## src/sv/owbm_pkg.sv

```systemverilog
// Package for the 1-Wire bus master: opcodes, sequence phases,
// register indexes, reset values and port widths. No dependencies.
`default_nettype none

package owbm_pkg;

    localparam int BITS_PER_BYTE = 8;

    localparam int S_TDATA_W   = 16;
    localparam int S_TUSER_W   = 3;
    localparam int M_TDATA_W   = 16;
    localparam int CFG_INDEX_W = 3;
    localparam int CFG_DATA_W  = 10;

    localparam logic [3:0] BYTE_BITS =
        ((BITS_PER_BYTE % 16) == 0) ? 4'd1 : 4'(BITS_PER_BYTE);

    typedef enum logic [2:0] {
        OP_NONE       = 3'd0,
        OP_RESET      = 3'd1,
        OP_WRITE_BYTE = 3'd2,
        OP_READ_BYTE  = 3'd3,
        OP_WRITE_BIT  = 3'd4,
        OP_READ_BIT   = 3'd5
    } opcode_t;

    typedef enum logic [1:0] {
        PH_IDLE  = 2'd0,
        PH_RLOW  = 2'd1,
        PH_RWAIT = 2'd2,
        PH_SLOT  = 2'd3
    } phase_t;

    localparam logic [CFG_INDEX_W-1:0] CFG_RESET_LOW      = 3'd0;
    localparam logic [CFG_INDEX_W-1:0] CFG_PRESENCE_SAMPLE = 3'd1;
    localparam logic [CFG_INDEX_W-1:0] CFG_RESET_TAIL     = 3'd2;
    localparam logic [CFG_INDEX_W-1:0] CFG_SHORT_LOW      = 3'd3;
    localparam logic [CFG_INDEX_W-1:0] CFG_LONG_LOW       = 3'd4;
    localparam logic [CFG_INDEX_W-1:0] CFG_READ_SAMPLE    = 3'd5;
    localparam logic [CFG_INDEX_W-1:0] CFG_SLOT           = 3'd6;

    localparam logic [9:0] RESET_LOW_DEFAULT       = 10'd480;
    localparam logic [9:0] PRESENCE_SAMPLE_DEFAULT = 10'd70;
    localparam logic [9:0] RESET_TAIL_DEFAULT      = 10'd410;
    localparam logic [6:0] SHORT_LOW_DEFAULT       = 7'd6;
    localparam logic [6:0] LONG_LOW_DEFAULT        = 7'd60;
    localparam logic [6:0] READ_SAMPLE_DEFAULT     = 7'd9;
    localparam logic [6:0] SLOT_DEFAULT            = 7'd70;

    localparam int OUT_LINE_LOW = 0;
    localparam int OUT_BUSY     = 1;
    localparam int OUT_DONE     = 2;
    localparam int OUT_PRESENCE = 3;
    localparam int OUT_IGNORED  = 12;

endpackage

`default_nettype wire

```

## src/sv/one_wire_bus_master.sv

```systemverilog
// 1-Wire bus master, top level. Uses owbm_pkg.
// Each request is one microsecond tick: sampled line level plus an optional command.
//
// One request is taken per clock cycle and its result appears in the output
// register on the next cycle; the state update for a tick is one pass of logic
// between the sequence registers and that output register, so a new tick is
// accepted every cycle while the output register is empty or being read.
// Commands (reset, write/read byte, write/read bit) start only when idle; a command
// seen while busy is dropped and flagged in the result. The user must write timing
// registers through the cfg port only while no sequence runs; the block won't check.
`default_nettype none

module one_wire_bus_master (
    input  wire logic                             aclk,
    input  wire logic                             aresetn,
    input  wire logic                             cfg_wr_en,
    input  wire logic [owbm_pkg::CFG_INDEX_W-1:0] cfg_index,
    input  wire logic [owbm_pkg::CFG_DATA_W-1:0]  cfg_data,
    input  wire logic                             s_tvalid,
    output logic                                  s_tready,
    // [7:0] tx_byte, [8] line_in, [15:9] zero
    input  wire logic [owbm_pkg::S_TDATA_W-1:0]   s_tdata,
    // [2:0] opcode
    input  wire logic [owbm_pkg::S_TUSER_W-1:0]   s_tuser,
    output logic                                  m_tvalid,
    input  wire logic                             m_tready,
    // [0] line_low, [1] busy_res, [2] done_res, [3] presence,
    // [11:4] rx_byte, [12] cmd_ignored, [15:13] zero
    output logic [owbm_pkg::M_TDATA_W-1:0]        m_tdata
);
    import owbm_pkg::*;

    logic [9:0] reset_low_reg, presence_sample_reg, reset_tail_reg;
    logic [6:0] short_low_reg, long_low_reg, read_sample_reg, slot_reg;

    phase_t      phase_reg, phase_next;
    logic [10:0] tick_reg, tick_next;
    logic [3:0]  bits_reg, bits_next;
    logic [7:0]  shift_out_reg, shift_out_next;
    logic        reading_reg, reading_next;
    logic        presence_reg, presence_next;
    logic [7:0]  shift_in_reg, shift_in_next;

    logic                 m_tvalid_reg;
    logic [M_TDATA_W-1:0] m_tdata_reg;

    logic       s_accept;
    opcode_t    opcode;
    logic [7:0] tx_byte;
    logic       line_in;
    logic       cmd;
    logic       start;
    logic       ignored;

    phase_t      eff_phase;
    logic [10:0] eff_tick;
    logic [3:0]  eff_bits;
    logic [7:0]  eff_shift_out;
    logic        eff_reading;
    logic [7:0]  eff_shift_in;

    logic [11:0] tick_inc;
    logic        rlow_last;
    logic [10:0] wait_len, wait_end, presence_pt;
    logic [6:0]  slot_end;
    logic [6:0]  low_time;
    logic [7:0]  read_pt_raw, read_pt;
    logic        slot_last;
    logic [3:0]  bits_dec;

    logic line_low, busy, done;

    assign s_accept = s_tvalid && s_tready;
    assign s_tready = !m_tvalid_reg || m_tready;
    assign m_tvalid = m_tvalid_reg;
    assign m_tdata  = m_tdata_reg;

    assign opcode  = opcode_t'(s_tuser[2:0]);
    assign tx_byte = s_tdata[7:0];
    assign line_in = s_tdata[8];

    assign cmd = (opcode == OP_RESET) || (opcode == OP_WRITE_BYTE) ||
                 (opcode == OP_READ_BYTE) || (opcode == OP_WRITE_BIT) ||
                 (opcode == OP_READ_BIT);
    assign start   = (phase_reg == PH_IDLE) && cmd;
    assign ignored = (phase_reg != PH_IDLE) && cmd;

    // load a new command as tick 0 of its sequence
    always_comb begin
        eff_phase     = phase_reg;
        eff_tick      = tick_reg;
        eff_bits      = bits_reg;
        eff_shift_out = shift_out_reg;
        eff_reading   = reading_reg;
        eff_shift_in  = shift_in_reg;
        if (start) begin
            eff_tick = 11'd0;
            if (opcode == OP_RESET) begin
                eff_phase = PH_RLOW;
            end else begin
                eff_phase   = PH_SLOT;
                eff_reading = (opcode == OP_READ_BYTE) || (opcode == OP_READ_BIT);
                eff_bits    = ((opcode == OP_WRITE_BYTE) || (opcode == OP_READ_BYTE)) ?
                              BYTE_BITS : 4'd1;
                if (eff_reading) begin
                    eff_shift_in  = 8'd0;
                    eff_shift_out = 8'd1;
                end else if (opcode == OP_WRITE_BIT) begin
                    eff_shift_out = {7'd0, tx_byte[0]};
                end else begin
                    eff_shift_out = tx_byte;
                end
            end
        end
    end

    assign tick_inc    = {1'b0, eff_tick} + 12'd1;
    assign rlow_last   = tick_inc >= {2'd0, reset_low_reg};
    assign wait_len    = {1'b0, presence_sample_reg} + {1'b0, reset_tail_reg};
    assign wait_end    = (wait_len == 11'd0) ? 11'd0 : wait_len - 11'd1;
    assign presence_pt = ({1'b0, presence_sample_reg} < wait_end) ?
                         {1'b0, presence_sample_reg} : wait_end;
    assign slot_end    = (slot_reg == 7'd0) ? 7'd0 : slot_reg - 7'd1;
    assign low_time    = (eff_reading || eff_shift_out[0]) ? short_low_reg : long_low_reg;
    assign read_pt_raw = {1'b0, short_low_reg} + {1'b0, read_sample_reg};
    assign read_pt     = (read_pt_raw < {1'b0, slot_end}) ? read_pt_raw : {1'b0, slot_end};
    assign slot_last   = eff_tick >= {4'd0, slot_end};
    assign bits_dec    = eff_bits - 4'd1;

    always_comb begin
        phase_next     = eff_phase;
        tick_next      = eff_tick;
        bits_next      = eff_bits;
        shift_out_next = eff_shift_out;
        reading_next   = eff_reading;
        presence_next  = presence_reg;
        shift_in_next  = eff_shift_in;
        case (eff_phase)
            PH_IDLE: begin
            end
            PH_RLOW: begin
                if (rlow_last) begin
                    phase_next = PH_RWAIT;
                    tick_next  = 11'd0;
                end else begin
                    tick_next = tick_inc[10:0];
                end
            end
            PH_RWAIT: begin
                if (eff_tick == presence_pt) begin
                    presence_next = !line_in;
                end
                if (eff_tick >= wait_end) begin
                    phase_next = PH_IDLE;
                    tick_next  = 11'd0;
                end else begin
                    tick_next = tick_inc[10:0];
                end
            end
            PH_SLOT: begin
                if (eff_reading && (eff_tick == {3'd0, read_pt}) && line_in) begin
                    shift_in_next = eff_shift_in | eff_shift_out;
                end
                if (slot_last) begin
                    shift_out_next = eff_reading ? {eff_shift_out[6:0], 1'b0} :
                                                   {1'b0, eff_shift_out[7:1]};
                    bits_next = bits_dec;
                    tick_next = 11'd0;
                    if (bits_dec == 4'd0) begin
                        phase_next = PH_IDLE;
                    end
                end else begin
                    tick_next = tick_inc[10:0];
                end
            end
            default: begin
                phase_next = PH_IDLE;
            end
        endcase
    end

    always_comb begin
        line_low = 1'b0;
        busy     = 1'b0;
        done     = 1'b0;
        case (eff_phase)
            PH_IDLE: begin
            end
            PH_RLOW: begin
                busy     = 1'b1;
                line_low = 1'b1;
            end
            PH_RWAIT: begin
                busy = 1'b1;
                done = eff_tick >= wait_end;
            end
            PH_SLOT: begin
                busy     = 1'b1;
                line_low = eff_tick < {4'd0, low_time};
                done     = slot_last && (bits_dec == 4'd0);
            end
            default: begin
            end
        endcase
    end

    always_ff @(posedge aclk) begin
        if (!aresetn) begin
            reset_low_reg       <= RESET_LOW_DEFAULT;
            presence_sample_reg <= PRESENCE_SAMPLE_DEFAULT;
            reset_tail_reg      <= RESET_TAIL_DEFAULT;
            short_low_reg       <= SHORT_LOW_DEFAULT;
            long_low_reg        <= LONG_LOW_DEFAULT;
            read_sample_reg     <= READ_SAMPLE_DEFAULT;
            slot_reg            <= SLOT_DEFAULT;
        end else if (cfg_wr_en) begin
            case (cfg_index)
                CFG_RESET_LOW:       reset_low_reg       <= cfg_data;
                CFG_PRESENCE_SAMPLE: presence_sample_reg <= cfg_data;
                CFG_RESET_TAIL:      reset_tail_reg      <= cfg_data;
                CFG_SHORT_LOW:       short_low_reg       <= cfg_data[6:0];
                CFG_LONG_LOW:        long_low_reg        <= cfg_data[6:0];
                CFG_READ_SAMPLE:     read_sample_reg     <= cfg_data[6:0];
                CFG_SLOT:            slot_reg            <= cfg_data[6:0];
                default: begin
                end
            endcase
        end
    end

    always_ff @(posedge aclk) begin
        if (!aresetn) begin
            phase_reg     <= PH_IDLE;
            tick_reg      <= 11'd0;
            bits_reg      <= 4'd0;
            shift_out_reg <= 8'd0;
            reading_reg   <= 1'b0;
            presence_reg  <= 1'b0;
            shift_in_reg  <= 8'd0;
        end else if (s_accept) begin
            phase_reg     <= phase_next;
            tick_reg      <= tick_next;
            bits_reg      <= bits_next;
            shift_out_reg <= shift_out_next;
            reading_reg   <= reading_next;
            presence_reg  <= presence_next;
            shift_in_reg  <= shift_in_next;
        end
    end

    always_ff @(posedge aclk) begin
        if (!aresetn) begin
            m_tvalid_reg <= 1'b0;
        end else if (s_accept) begin
            m_tvalid_reg <= 1'b1;
        end else if (m_tready) begin
            m_tvalid_reg <= 1'b0;
        end
    end

    always_ff @(posedge aclk) begin
        if (s_accept) begin
            m_tdata_reg <= {3'd0, ignored, shift_in_next, presence_next, done, busy, line_low};
        end
    end

endmodule

`default_nettype wire

```

## config.mk

```make
export PLATFORM = sky130hd
export DESIGN_NAME = one_wire_bus_master
export DESIGN_NICKNAME = d
export VERILOG_FILES = /design/src/sv/owbm_pkg.sv /design/src/sv/one_wire_bus_master.sv
export SDC_FILE = /design/constraint.sdc
export NUM_CORES = 1
export LEC_CHECK = 0
export ABC_AREA = 0
export BUFFER_PORTS_ARGS = -buffer_cell sky130_fd_sc_hd__buf_4
export CORE_MARGIN = 4
export CORE_UTILIZATION = 66
export DETAILED_ROUTE_END_ITERATION = 16
export PLACE_DENSITY = 0.88
export SLEW_MARGIN = 20
export SYNTH_ARGS = -nofsm -noshare
export SYNTH_HDL_FRONTEND = slang
export SYNTH_SLANG_ARGS = --single-unit
export TNS_END_PERCENT = 100
```

## constraint.sdc

```tcl
create_clock -name aclk -period 9.8 [get_ports aclk]
set_input_delay 1.96 -clock aclk [delete_from_list [all_inputs] [get_ports aclk]]
set_output_delay 1.96 -clock aclk [all_outputs]
set_load 0.02 [all_outputs]
```

==> results.md, run 1 <==
| Quantity | This run |
|---|---|
| Number of enable-type register cells in the synthesized netlist | 13 |
| Synthesized flop and latch total | 107 |
| Iteration count of the initial detailed-routing pass | 5 |
| Hold crit path type | flop to flop |
| Top library cells by usage in the layout, fill and taps aside | sky130_fd_sc_hd__nand2_1 (183), sky130_fd_sc_hd__dfxtp_1 (94), sky130_fd_sc_hd__ha_1 (73) |
| Static leakage | 3.61 nW |
| Number of diodes | 0 |
| Relative slew slack | 44.9% |
| Result of the run | completed |
| Largest net degree at the start of global routing | 86 |
| Placer Congestion | 0.896 |
| Setup Viol. Count Final | 0 |
| Number of global-route vias before repair | 6,557 |
| Worst ir drop on vdd | 0.212 mV |
| Total count of hold-check failures in the final report | 0 |
| Worst Setup End Kind | flop |
| Count of buffers inserted at the top-level ports | 44 |
| Post-layout minimum cycle time | 6.20 ns |
| DIE AREA | 13,300 sq um |
| Highest clock rate | 161 MHz |
| Most common cell after layout, fill and taps aside | sky130_fd_sc_hd__nand2_1 |
| Final clock period utilization by the worst path | 63.3% |
| Share of the synthesized area in the top cell type | 24.8% |
| Clock tree from TritonCTS | done |
| Global-route wire length before repair | 32.2 mm |
| Highest fanout seen on the critical path | 12 |
| Initial Util | 68.7% |
| Detailed router's first-iteration violation count | 613 |
| Worst Max-Slew Pin Slew | 0.825 ns |
| Top-Level Pins | 55 |
| Ratio of cells with drive above 1 in the final layout | 9.33% |
| DRC violations left | 0 |
| Core area | 11,000 sq um |
| Number of antenna violations at the first check in global routing | 0 |
| DRT Wirelength | 19.3 mm |
| Number of unique standard cell types used by synthesis | 80 |
| Final slew viol count | 0 |
| Setup TNS Final | 0 ns |
| Crit path DAT | 6.49 ns |
| Clock-pin transition on the worst setup and hold timing paths | 0.08 ns |
| Overflow after GRT | 0 |
| Post-route core utilization | 75.0% |
| Insertion delay to the later sink of the worst-skew pair | 0.36 ns |
| Post-CTS setup buffer count | 0 |
| Critical path start-end classification | input port to flop |
| Sink Count | 107 |
| Required time worst endpoint | 10.10 ns |
| Buffer cell driving the clock tree root | sky130_fd_sc_hd__clkbuf_16 |
| Cts-stage hold buffer count | 0 |
| Synth area leaders | sky130_fd_sc_hd__dfxtp_1 (25%), sky130_fd_sc_hd__ha_1 (12%), sky130_fd_sc_hd__nand2_1 (9.1%) |
| Primary FF master, synth | sky130_fd_sc_hd__dfxtp_1 |
| Die width | 115 um |
| Power density over the cells | 133 nW/um^2 |
| Overall global routing resource usage | 30.0% |
| Total of warnings raised by yosys | 0 |
| Number of H-tree levels | 3 |
| Summed instance area of the synthesized netlist | 7580 sq um |
| Unrepaired setup endpoints after global routing | no |
| Area growth, synth to finish | 9.13% |
| Post-detail-place hpwl | 14.4 mm |
| Final Hold Slack | 0.474 ns |
| Number of placement rows | 38 |
| Average instance area after synthesis | 8.25 sq um |
| Vias/cell | 6.33 |
| Leading area contributor after synthesis | sky130_fd_sc_hd__dfxtp_1 |
| Worst-case clock skew | 0.0135 ns |
| Post-DRT Antenna Nets | 0 |
| Clock buffer depth | 2 |
| Max Cap Violations | 0 |
| Number of vias after detailed routing | 6,921 |
| Average wire per standard cell | 17.6 um |
| Chip Height | 115 um |
| Flip-flop count of the largest register after layout | 13 |
| Resized cells post-CTS | 0 |
| Num CTS Buffers | 9 |
| Number of nets at the end of the flow | 1,061 |
| Seq/Total Area, Yosys | 30.0% |
| Number of instances in the synthesized netlist | 919 |
| Setup crit start kind | input port |
| Post-synth ARST share | 0% |
Yosys cell counts (17+ instances only):
library cell,count
sky130_fd_sc_hd__nand2_1,183
sky130_fd_sc_hd__dfxtp_1,94
sky130_fd_sc_hd__ha_1,73
sky130_fd_sc_hd__nor2_1,45
sky130_fd_sc_hd__nand3_1,41
sky130_fd_sc_hd__a21boi_0,40
sky130_fd_sc_hd__o21ai_0,37
sky130_fd_sc_hd__inv_1,36
sky130_fd_sc_hd__xnor2_1,32
sky130_fd_sc_hd__a21oi_1,28
sky130_fd_sc_hd__o211ai_1,22
sky130_fd_sc_hd__clkbuf_1,21
sky130_fd_sc_hd__xor2_1,20
sky130_fd_sc_hd__a22o_1,17
layer usage:
metal | global-route usage, % | vias up | wire [um]
li1 | - | 3353 | -
met2 | 47.2 | 303 | 8650
met4 | 8.14 | 0 | 404
met5 | 0 | - | 0
met1 | 41.6 | 3232 | 8470
met3 | 7.00 | 33 | 1780
power breakdown:
group / switching, mW / internal [mW]
Combinational: 0.156 / 0.102
Sequential: 0.0124 / 0.458
Clock: 0.179 / 0.195
cells by family after synthesis:
group,count (synthesis),share of synthesized area [%]
fa+ha+maj,75,12.6
mux,15,2.06
simple gates,362,22.1
other cells,1,0.0495
buf+inv,67,3.96
xor+xnor,52,6.01
flops,107,30.0
compound gates,240,23.3
final timing paths:
path | start | endpoint | depth (start not counted) | slack, ns
hold / removal | shift_in_reg[2]$_SDFFE_PN0P_ | shift_in_reg[2]$_SDFFE_PN0P_ | 2 | 0.47
setup / recovery | s_tuser[1] | tick_reg[5]$_SDFFE_PN0P_ | 18 | 3.60
setup reg to reg | presence_sample_reg[0]$_SDFFE_PN0P_ | tick_reg[5]$_SDFFE_PN0P_ | 23 | 4.11
hold reg to reg | shift_in_reg[2]$_SDFFE_PN0P_ | shift_in_reg[2]$_SDFFE_PN0P_ | 2 | 0.47
through the flow:
step | worst slack [ns] | total power, mW | cells | area, sq um
after CTS | 3.72 | 1.10 | 1094 | 8270
after global placement | 3.52 | 0.721 | 1078 | 7960
after floorplan | 4.22 | 0.663 | 921 | 7590
final | 3.60 | 1.10 | 1094 | 8270
after detailed placement | 3.39 | 0.730 | 1078 | 7960
after global routing | 3.39 | 1.15 | 1094 | 8270
critical path: stages:
cell and delay (ns):
sky130_fd_sc_hd__buf_4 0.13, sky130_fd_sc_hd__or3_1 0.39, sky130_fd_sc_hd__nand3_1 0.43, sky130_fd_sc_hd__nand2_1 0.41, sky130_fd_sc_hd__inv_1 0.28, sky130_fd_sc_hd__ha_1 0.29
sky130_fd_sc_hd__ha_1 0.28, sky130_fd_sc_hd__a21o_1 0.16, sky130_fd_sc_hd__a21o_1 0.17, sky130_fd_sc_hd__a21o_1 0.18, sky130_fd_sc_hd__a21o_1 0.17, sky130_fd_sc_hd__a21o_1 0.17
sky130_fd_sc_hd__a21o_1 0.20, sky130_fd_sc_hd__a211oi_1 0.27, sky130_fd_sc_hd__o21a_1 0.21, sky130_fd_sc_hd__a211oi_1 0.11, sky130_fd_sc_hd__nor2_2 0.44, sky130_fd_sc_hd__a22o_1 0.21
final cells by class:
cell class | count | area (sq um)
Clock buffer | 10 | 250
Clock inverter | 6 | 63.8
Fill cell | 839 | 2760
Inverter | 36 | 135
Multi-Input combinational cell | 747 | 5020
Sequential cell | 107 | 2270
Tap cell | 140 | 175
Timing Repair Buffer | 48 | 360
No activity file was read; power rests on OpenSTA's default activity.
==> run 2, diff against run 1 <==
--- a/config.mk
+++ b/config.mk
@@ -5,12 +5,12 @@
 export SDC_FILE = /design/constraint.sdc
 export NUM_CORES = 1
 export LEC_CHECK = 0
-export ABC_AREA = 0
+export ABC_AREA = 1
 export BUFFER_PORTS_ARGS = -buffer_cell sky130_fd_sc_hd__buf_4
 export CORE_MARGIN = 4
-export CORE_UTILIZATION = 66
+export CORE_UTILIZATION = 56
 export DETAILED_ROUTE_END_ITERATION = 16
-export PLACE_DENSITY = 0.88
+export PLACE_DENSITY = 0.8
 export SLEW_MARGIN = 20
 export SYNTH_ARGS = -nofsm -noshare
 export SYNTH_HDL_FRONTEND = slang
==> constraint.sdc (replaced) <==
create_clock -name aclk -period 5.56 [get_ports aclk]
set_input_delay 1.112 -clock aclk [delete_from_list [all_inputs] [get_ports aclk]]
set_output_delay 1.112 -clock aclk [all_outputs]
set_load 0.02 [all_outputs]
==> run 2 against run 1 <==
- combinational power is 140% higher
- final area increased by 6.0%
- largest power group unchanged
- worst hold slack worse by 0.014 ns
- sequential cell count is the same
- first-iteration DRC count shrank 19%
==> results.md, run 2 <==
| Quantity | This run | Change |
|---|---|---|
| Result of the run | completed | unchanged |
| Most common cell after layout, fill and taps aside | sky130_fd_sc_hd__nand2_1 | unchanged |
| Number of placement rows | 43 | was 38 |
| Number of instances in the synthesized netlist | 1,190 | was 919 |
| Clock-pin transition on the worst setup and hold timing paths | 0.08 ns | about the same |
| Overall global routing resource usage | 24.2% | was 30.0% |
| Number of antenna violations at the first check in global routing | 0 | unchanged |
| Cts-stage hold buffer count | 0 | unchanged |
| Count of buffers inserted at the top-level ports | 44 | unchanged |
| Fraction of the mapped netlist area in compound gates | 14.1% | was 23.3% |
| DRC violations left | 0 | unchanged |
| Seq/Total Area, Yosys | 28.2% | was 30.0% |
| Core area | 14,000 sq um | was 11,000 sq um |
| Number of nets at the end of the flow | 1,334 | was 1,061 |
| Num CTS Buffers | 9 | unchanged |
| Crit path DAT | 5.17 ns | was 6.49 ns |
| Sink Count | 107 | unchanged |
| Average instance area after synthesis | 6.76 sq um | was 8.25 sq um |
| Largest net degree at the start of global routing | 64 | was 86 |
| Die width | 128 um | was 115 um |
| FF-to-FF Start | presence_sample_reg[0]$_SDFFE_PN0P_ | unchanged |
| Placed Instances | 1,391 | was 1,078 |
| Iteration count of the initial detailed-routing pass | 5 | unchanged |
| Power density over the cells | 237 nW/um^2 | was 133 nW/um^2 |
| Max Cap Violations | 0 | unchanged |
| Launching element of the worst setup path | presence_sample_reg[0]$_SDFFE_PN0P_ | was s_tuser[1] |
| Number of unique standard cell types used by synthesis | 53 | was 80 |
| Share of the synthesized area in the top cell type | 23.4% | was 24.8% |
| Setup crit start kind | flop | was input port |
| Hold crit path type | flop to flop | unchanged |
| Post-detail-place hpwl | 14.8 mm | was 14.4 mm |
| DRT Wirelength | 19.4 mm | was 19.3 mm |
| Worst-case clock skew | 0.0136 ns | was 0.0135 ns |
| Vias/cell | 5.39 | was 6.33 |
| Post-route core utilization | 62.7% | was 75.0% |
| Final clock period utilization by the worst path | 91.0% |  |
| Highest fanout seen on the critical path | 16 | was 12 |
| Total count of hold-check failures in the final report | 0 | unchanged |
| Static leakage | 4.36 nW | was 3.61 nW |
| Final Hold Slack | 0.460 ns | was 0.474 ns |
| Summed instance area of the synthesized netlist | 8050 sq um | was 7580 sq um |
| Highest-delay cell along the critical path | sky130_fd_sc_hd__o21ai_4 | was sky130_fd_sc_hd__nor2_2 |
| Number of H-tree levels | 3 | unchanged |
| Chip Height | 128 um | was 115 um |
| Top cell by count, worst path | sky130_fd_sc_hd__nand2_1 | was sky130_fd_sc_hd__a21o_1 |
| Worst Setup End Kind | flop | unchanged |
| Worst Max-Slew Pin Slew | 1.07 ns | was 0.825 ns |
| Relative slew slack | 28.3% | was 44.9% |
| Clock tree from TritonCTS | done | unchanged |
| Multiplexer share of the synthesized area | 0.249% | was 2.06% |
| Unrepaired setup endpoints after global routing | no | unchanged |
| Number of enable-type register cells in the synthesized netlist | 13 | unchanged |
| Resized cells post-CTS | 0 | unchanged |
| Top library cells by usage in the layout, fill and taps aside | sky130_fd_sc_hd__nand2_1 (261), sky130_fd_sc_hd__inv_1 (150), sky130_fd_sc_hd__nor2_1 (129) | was sky130_fd_sc_hd__nand2_1 (183), sky130_fd_sc_hd__dfxtp_1 (94), sky130_fd_sc_hd__ha_1 (73) |
| Post-CTS setup buffer count | 0 | unchanged |
| CP max stage delay | 0.46 ns | was 0.44 ns |
| Flip-flop count of the largest register after layout | 13 | unchanged |
| XOR/XNOR Fraction of Synth Area | 2.39% | was 6.01% |
| Required time worst endpoint | 5.67 ns | was 10.10 ns |
| Highest clock rate | 198 MHz |  |
| Total of warnings raised by yosys | 0 | unchanged |
| Startpoint of the worst hold path | long_low_reg[4]$_SDFFE_PN1P_ | was shift_in_reg[2]$_SDFFE_PN0P_ |
| Synthesized flop and latch total | 107 | unchanged |
| Leading area contributor after synthesis | sky130_fd_sc_hd__dfxtp_1 | unchanged |
| Global-route wire length before repair | 32.9 mm | was 32.2 mm |
| Average wire per standard cell | 13.8 um | was 17.6 um |
| Ratio of cells with drive above 1 in the final layout | 12.1% | was 9.33% |
| Placer Congestion | 0.892 | was 0.896 |
| Library cell with the highest instance count after synthesis | sky130_fd_sc_hd__nand2_1 | unchanged |
| Final slew viol count | 0 | unchanged |
| DIE AREA | 16,400 sq um | was 13,300 sq um |
| Fraction of the mapped netlist area in adder cells | 11.8% | was 12.6% |
| Detailed router's first-iteration violation count | 496 | was 613 |
| Primary FF master, synth | sky130_fd_sc_hd__dfxtp_1 | unchanged |
| Buffer cell driving the clock tree root | sky130_fd_sc_hd__clkbuf_16 | unchanged |
| Post-synth ARST share | 0% | unchanged |
| Worst ir drop on vdd | 0.176 mV | was 0.212 mV |
| Leading cell types by count after synthesis | sky130_fd_sc_hd__nand2_1 (261), sky130_fd_sc_hd__inv_1 (150), sky130_fd_sc_hd__nor2_1 (129), sky130_fd_sc_hd__dfxtp_1 (94), sky130_fd_sc_hd__nand3_1 (90) | was sky130_fd_sc_hd__nand2_1 (183), sky130_fd_sc_hd__dfxtp_1 (94), sky130_fd_sc_hd__ha_1 (73), sky130_fd_sc_hd__nor2_1 (45), sky130_fd_sc_hd__nand3_1 (41) |
| Setup TNS Final | 0 ns | unchanged |
| Post-DRT Antenna Nets | 0 | unchanged |
| Top-Level Pins | 55 | unchanged |
| Area growth, synth to finish | 9.00% | was 9.13% |
| Main combinational cell family by area after synthesis | simple AND/OR/NAND/NOR gates | was compound AO/OA/AOI/OAI gates |
| Setup Viol. Count Final | 0 | unchanged |
| Post-synthesis simple-gate area fraction | 33.5% | was 22.1% |
| Number of global-route vias before repair | 7,009 | was 6,557 |
| Number of vias after detailed routing | 7,585 | was 6,921 |
| Post-layout instance count excluding filler cells | 1,407 | was 1,094 |
| Initial Util | 57.5% | was 68.7% |
| Insertion delay to the later sink of the worst-skew pair | 0.36 ns | about the same |
| Synth area leaders | sky130_fd_sc_hd__dfxtp_1 (23%), sky130_fd_sc_hd__nand2_1 (12%), sky130_fd_sc_hd__ha_1 (11%) | was sky130_fd_sc_hd__dfxtp_1 (25%), sky130_fd_sc_hd__ha_1 (12%), sky130_fd_sc_hd__nand2_1 (9.1%) |
| Overflow after GRT | 0 | unchanged |
| Critical path start-end classification | flop to flop | was input port to flop |
| Number of diodes | 0 | unchanged |
| Clock buffer depth | 2 | unchanged |
| Post-layout minimum cycle time | 5.06 ns |  |
## run 2: cell types whose count changed after synthesis, sizes merged, moves of 15 or more
cell	delta
o21ai	+50
a21oi	+58
xnor2	-26
nand2	+106
a21o	-15
a21boi	-40
nor2	+98
a22o	-17
nand3	+62
inv	+124
## run 2: final cells by class
| class | count | area [sq um] |
|---|---|---|
| Clock inverter | 7 | 58.8 |
| Inverter | 162 | 608 |
| Tap cell | 180 | 225 |
| Timing Repair Buffer | 50 | 375 |
| Multi-Input combinational cell | 892 | 5010 |
| Clock buffer | 9 | 225 |
| Sequential cell | 107 | 2270 |
| Fill cell | 1298 | 5220 |
## run 2: final timing paths
kind	depth (start not counted)	endpoint	slack, ns
min reg2reg	2	long_low_reg[4]$_SDFFE_PN1P_	0.46
max reg2reg	33	m_tdata[3]$_DFFE_PP_	0.50
max	33	m_tdata[3]$_DFFE_PP_	0.50
min	2	long_low_reg[4]$_SDFFE_PN1P_	0.46
## run 2: per-layer routing
metal | track usage, % | routed length, um | up-vias
li1 | - | - | 3947
met1 | 33.3 | 9220 | 3378
met2 | 40.0 | 8870 | 233
met3 | 3.46 | 1010 | 27
met4 | 6.12 | 333 | 0
met5 | 0 | 0 | -
## run 2: metrics by stage
step / power (mW) / setup WS (ns) / area [sq um]
finish: 2.08 / 0.502 / 8770
global route: 2.21 / 0.0573 / 8770
CTS: 2.08 / 0.579 / 8770
detailed placement: 1.47 / 0.586 / 8490
global placement: 1.45 / 0.637 / 8490
floorplan: 1.32 / 1.31 / 8060
## run 2: report_power, final
group / switching, mW / leakage (nW) / internal [mW]
Combinational: 0.409 / 3.32 / 0.212
Sequential: 0.0218 / 0.896 / 0.819
Clock: 0.308 / 0.140 / 0.312
Total: 0.739 / 4.36 / 1.34
## run 2: worst max-delay path, delay by kind of cell, from the launching register on
kind | cells | cell delay [ns]
buffers and inverters | 6 | 0.65
and+or+nand+nor | 19 | 1.86
adders and majority gates | 3 | 0.92
DFF | 1 | 0.37
AOI/OAI and AO/OA | 5 | 1.01
## run 2: cell families (layout without fill, tap and decap cells)
logic type | Yosys count | count (layout)
flops | 107 | 107
other cells | 1 | 3
xor+xnor | 22 | 22
fa+ha+maj | 75 | 75
mux | 2 | 2
buf+inv | 193 | 228
compound gates | 205 | 205
simple gates | 585 | 585
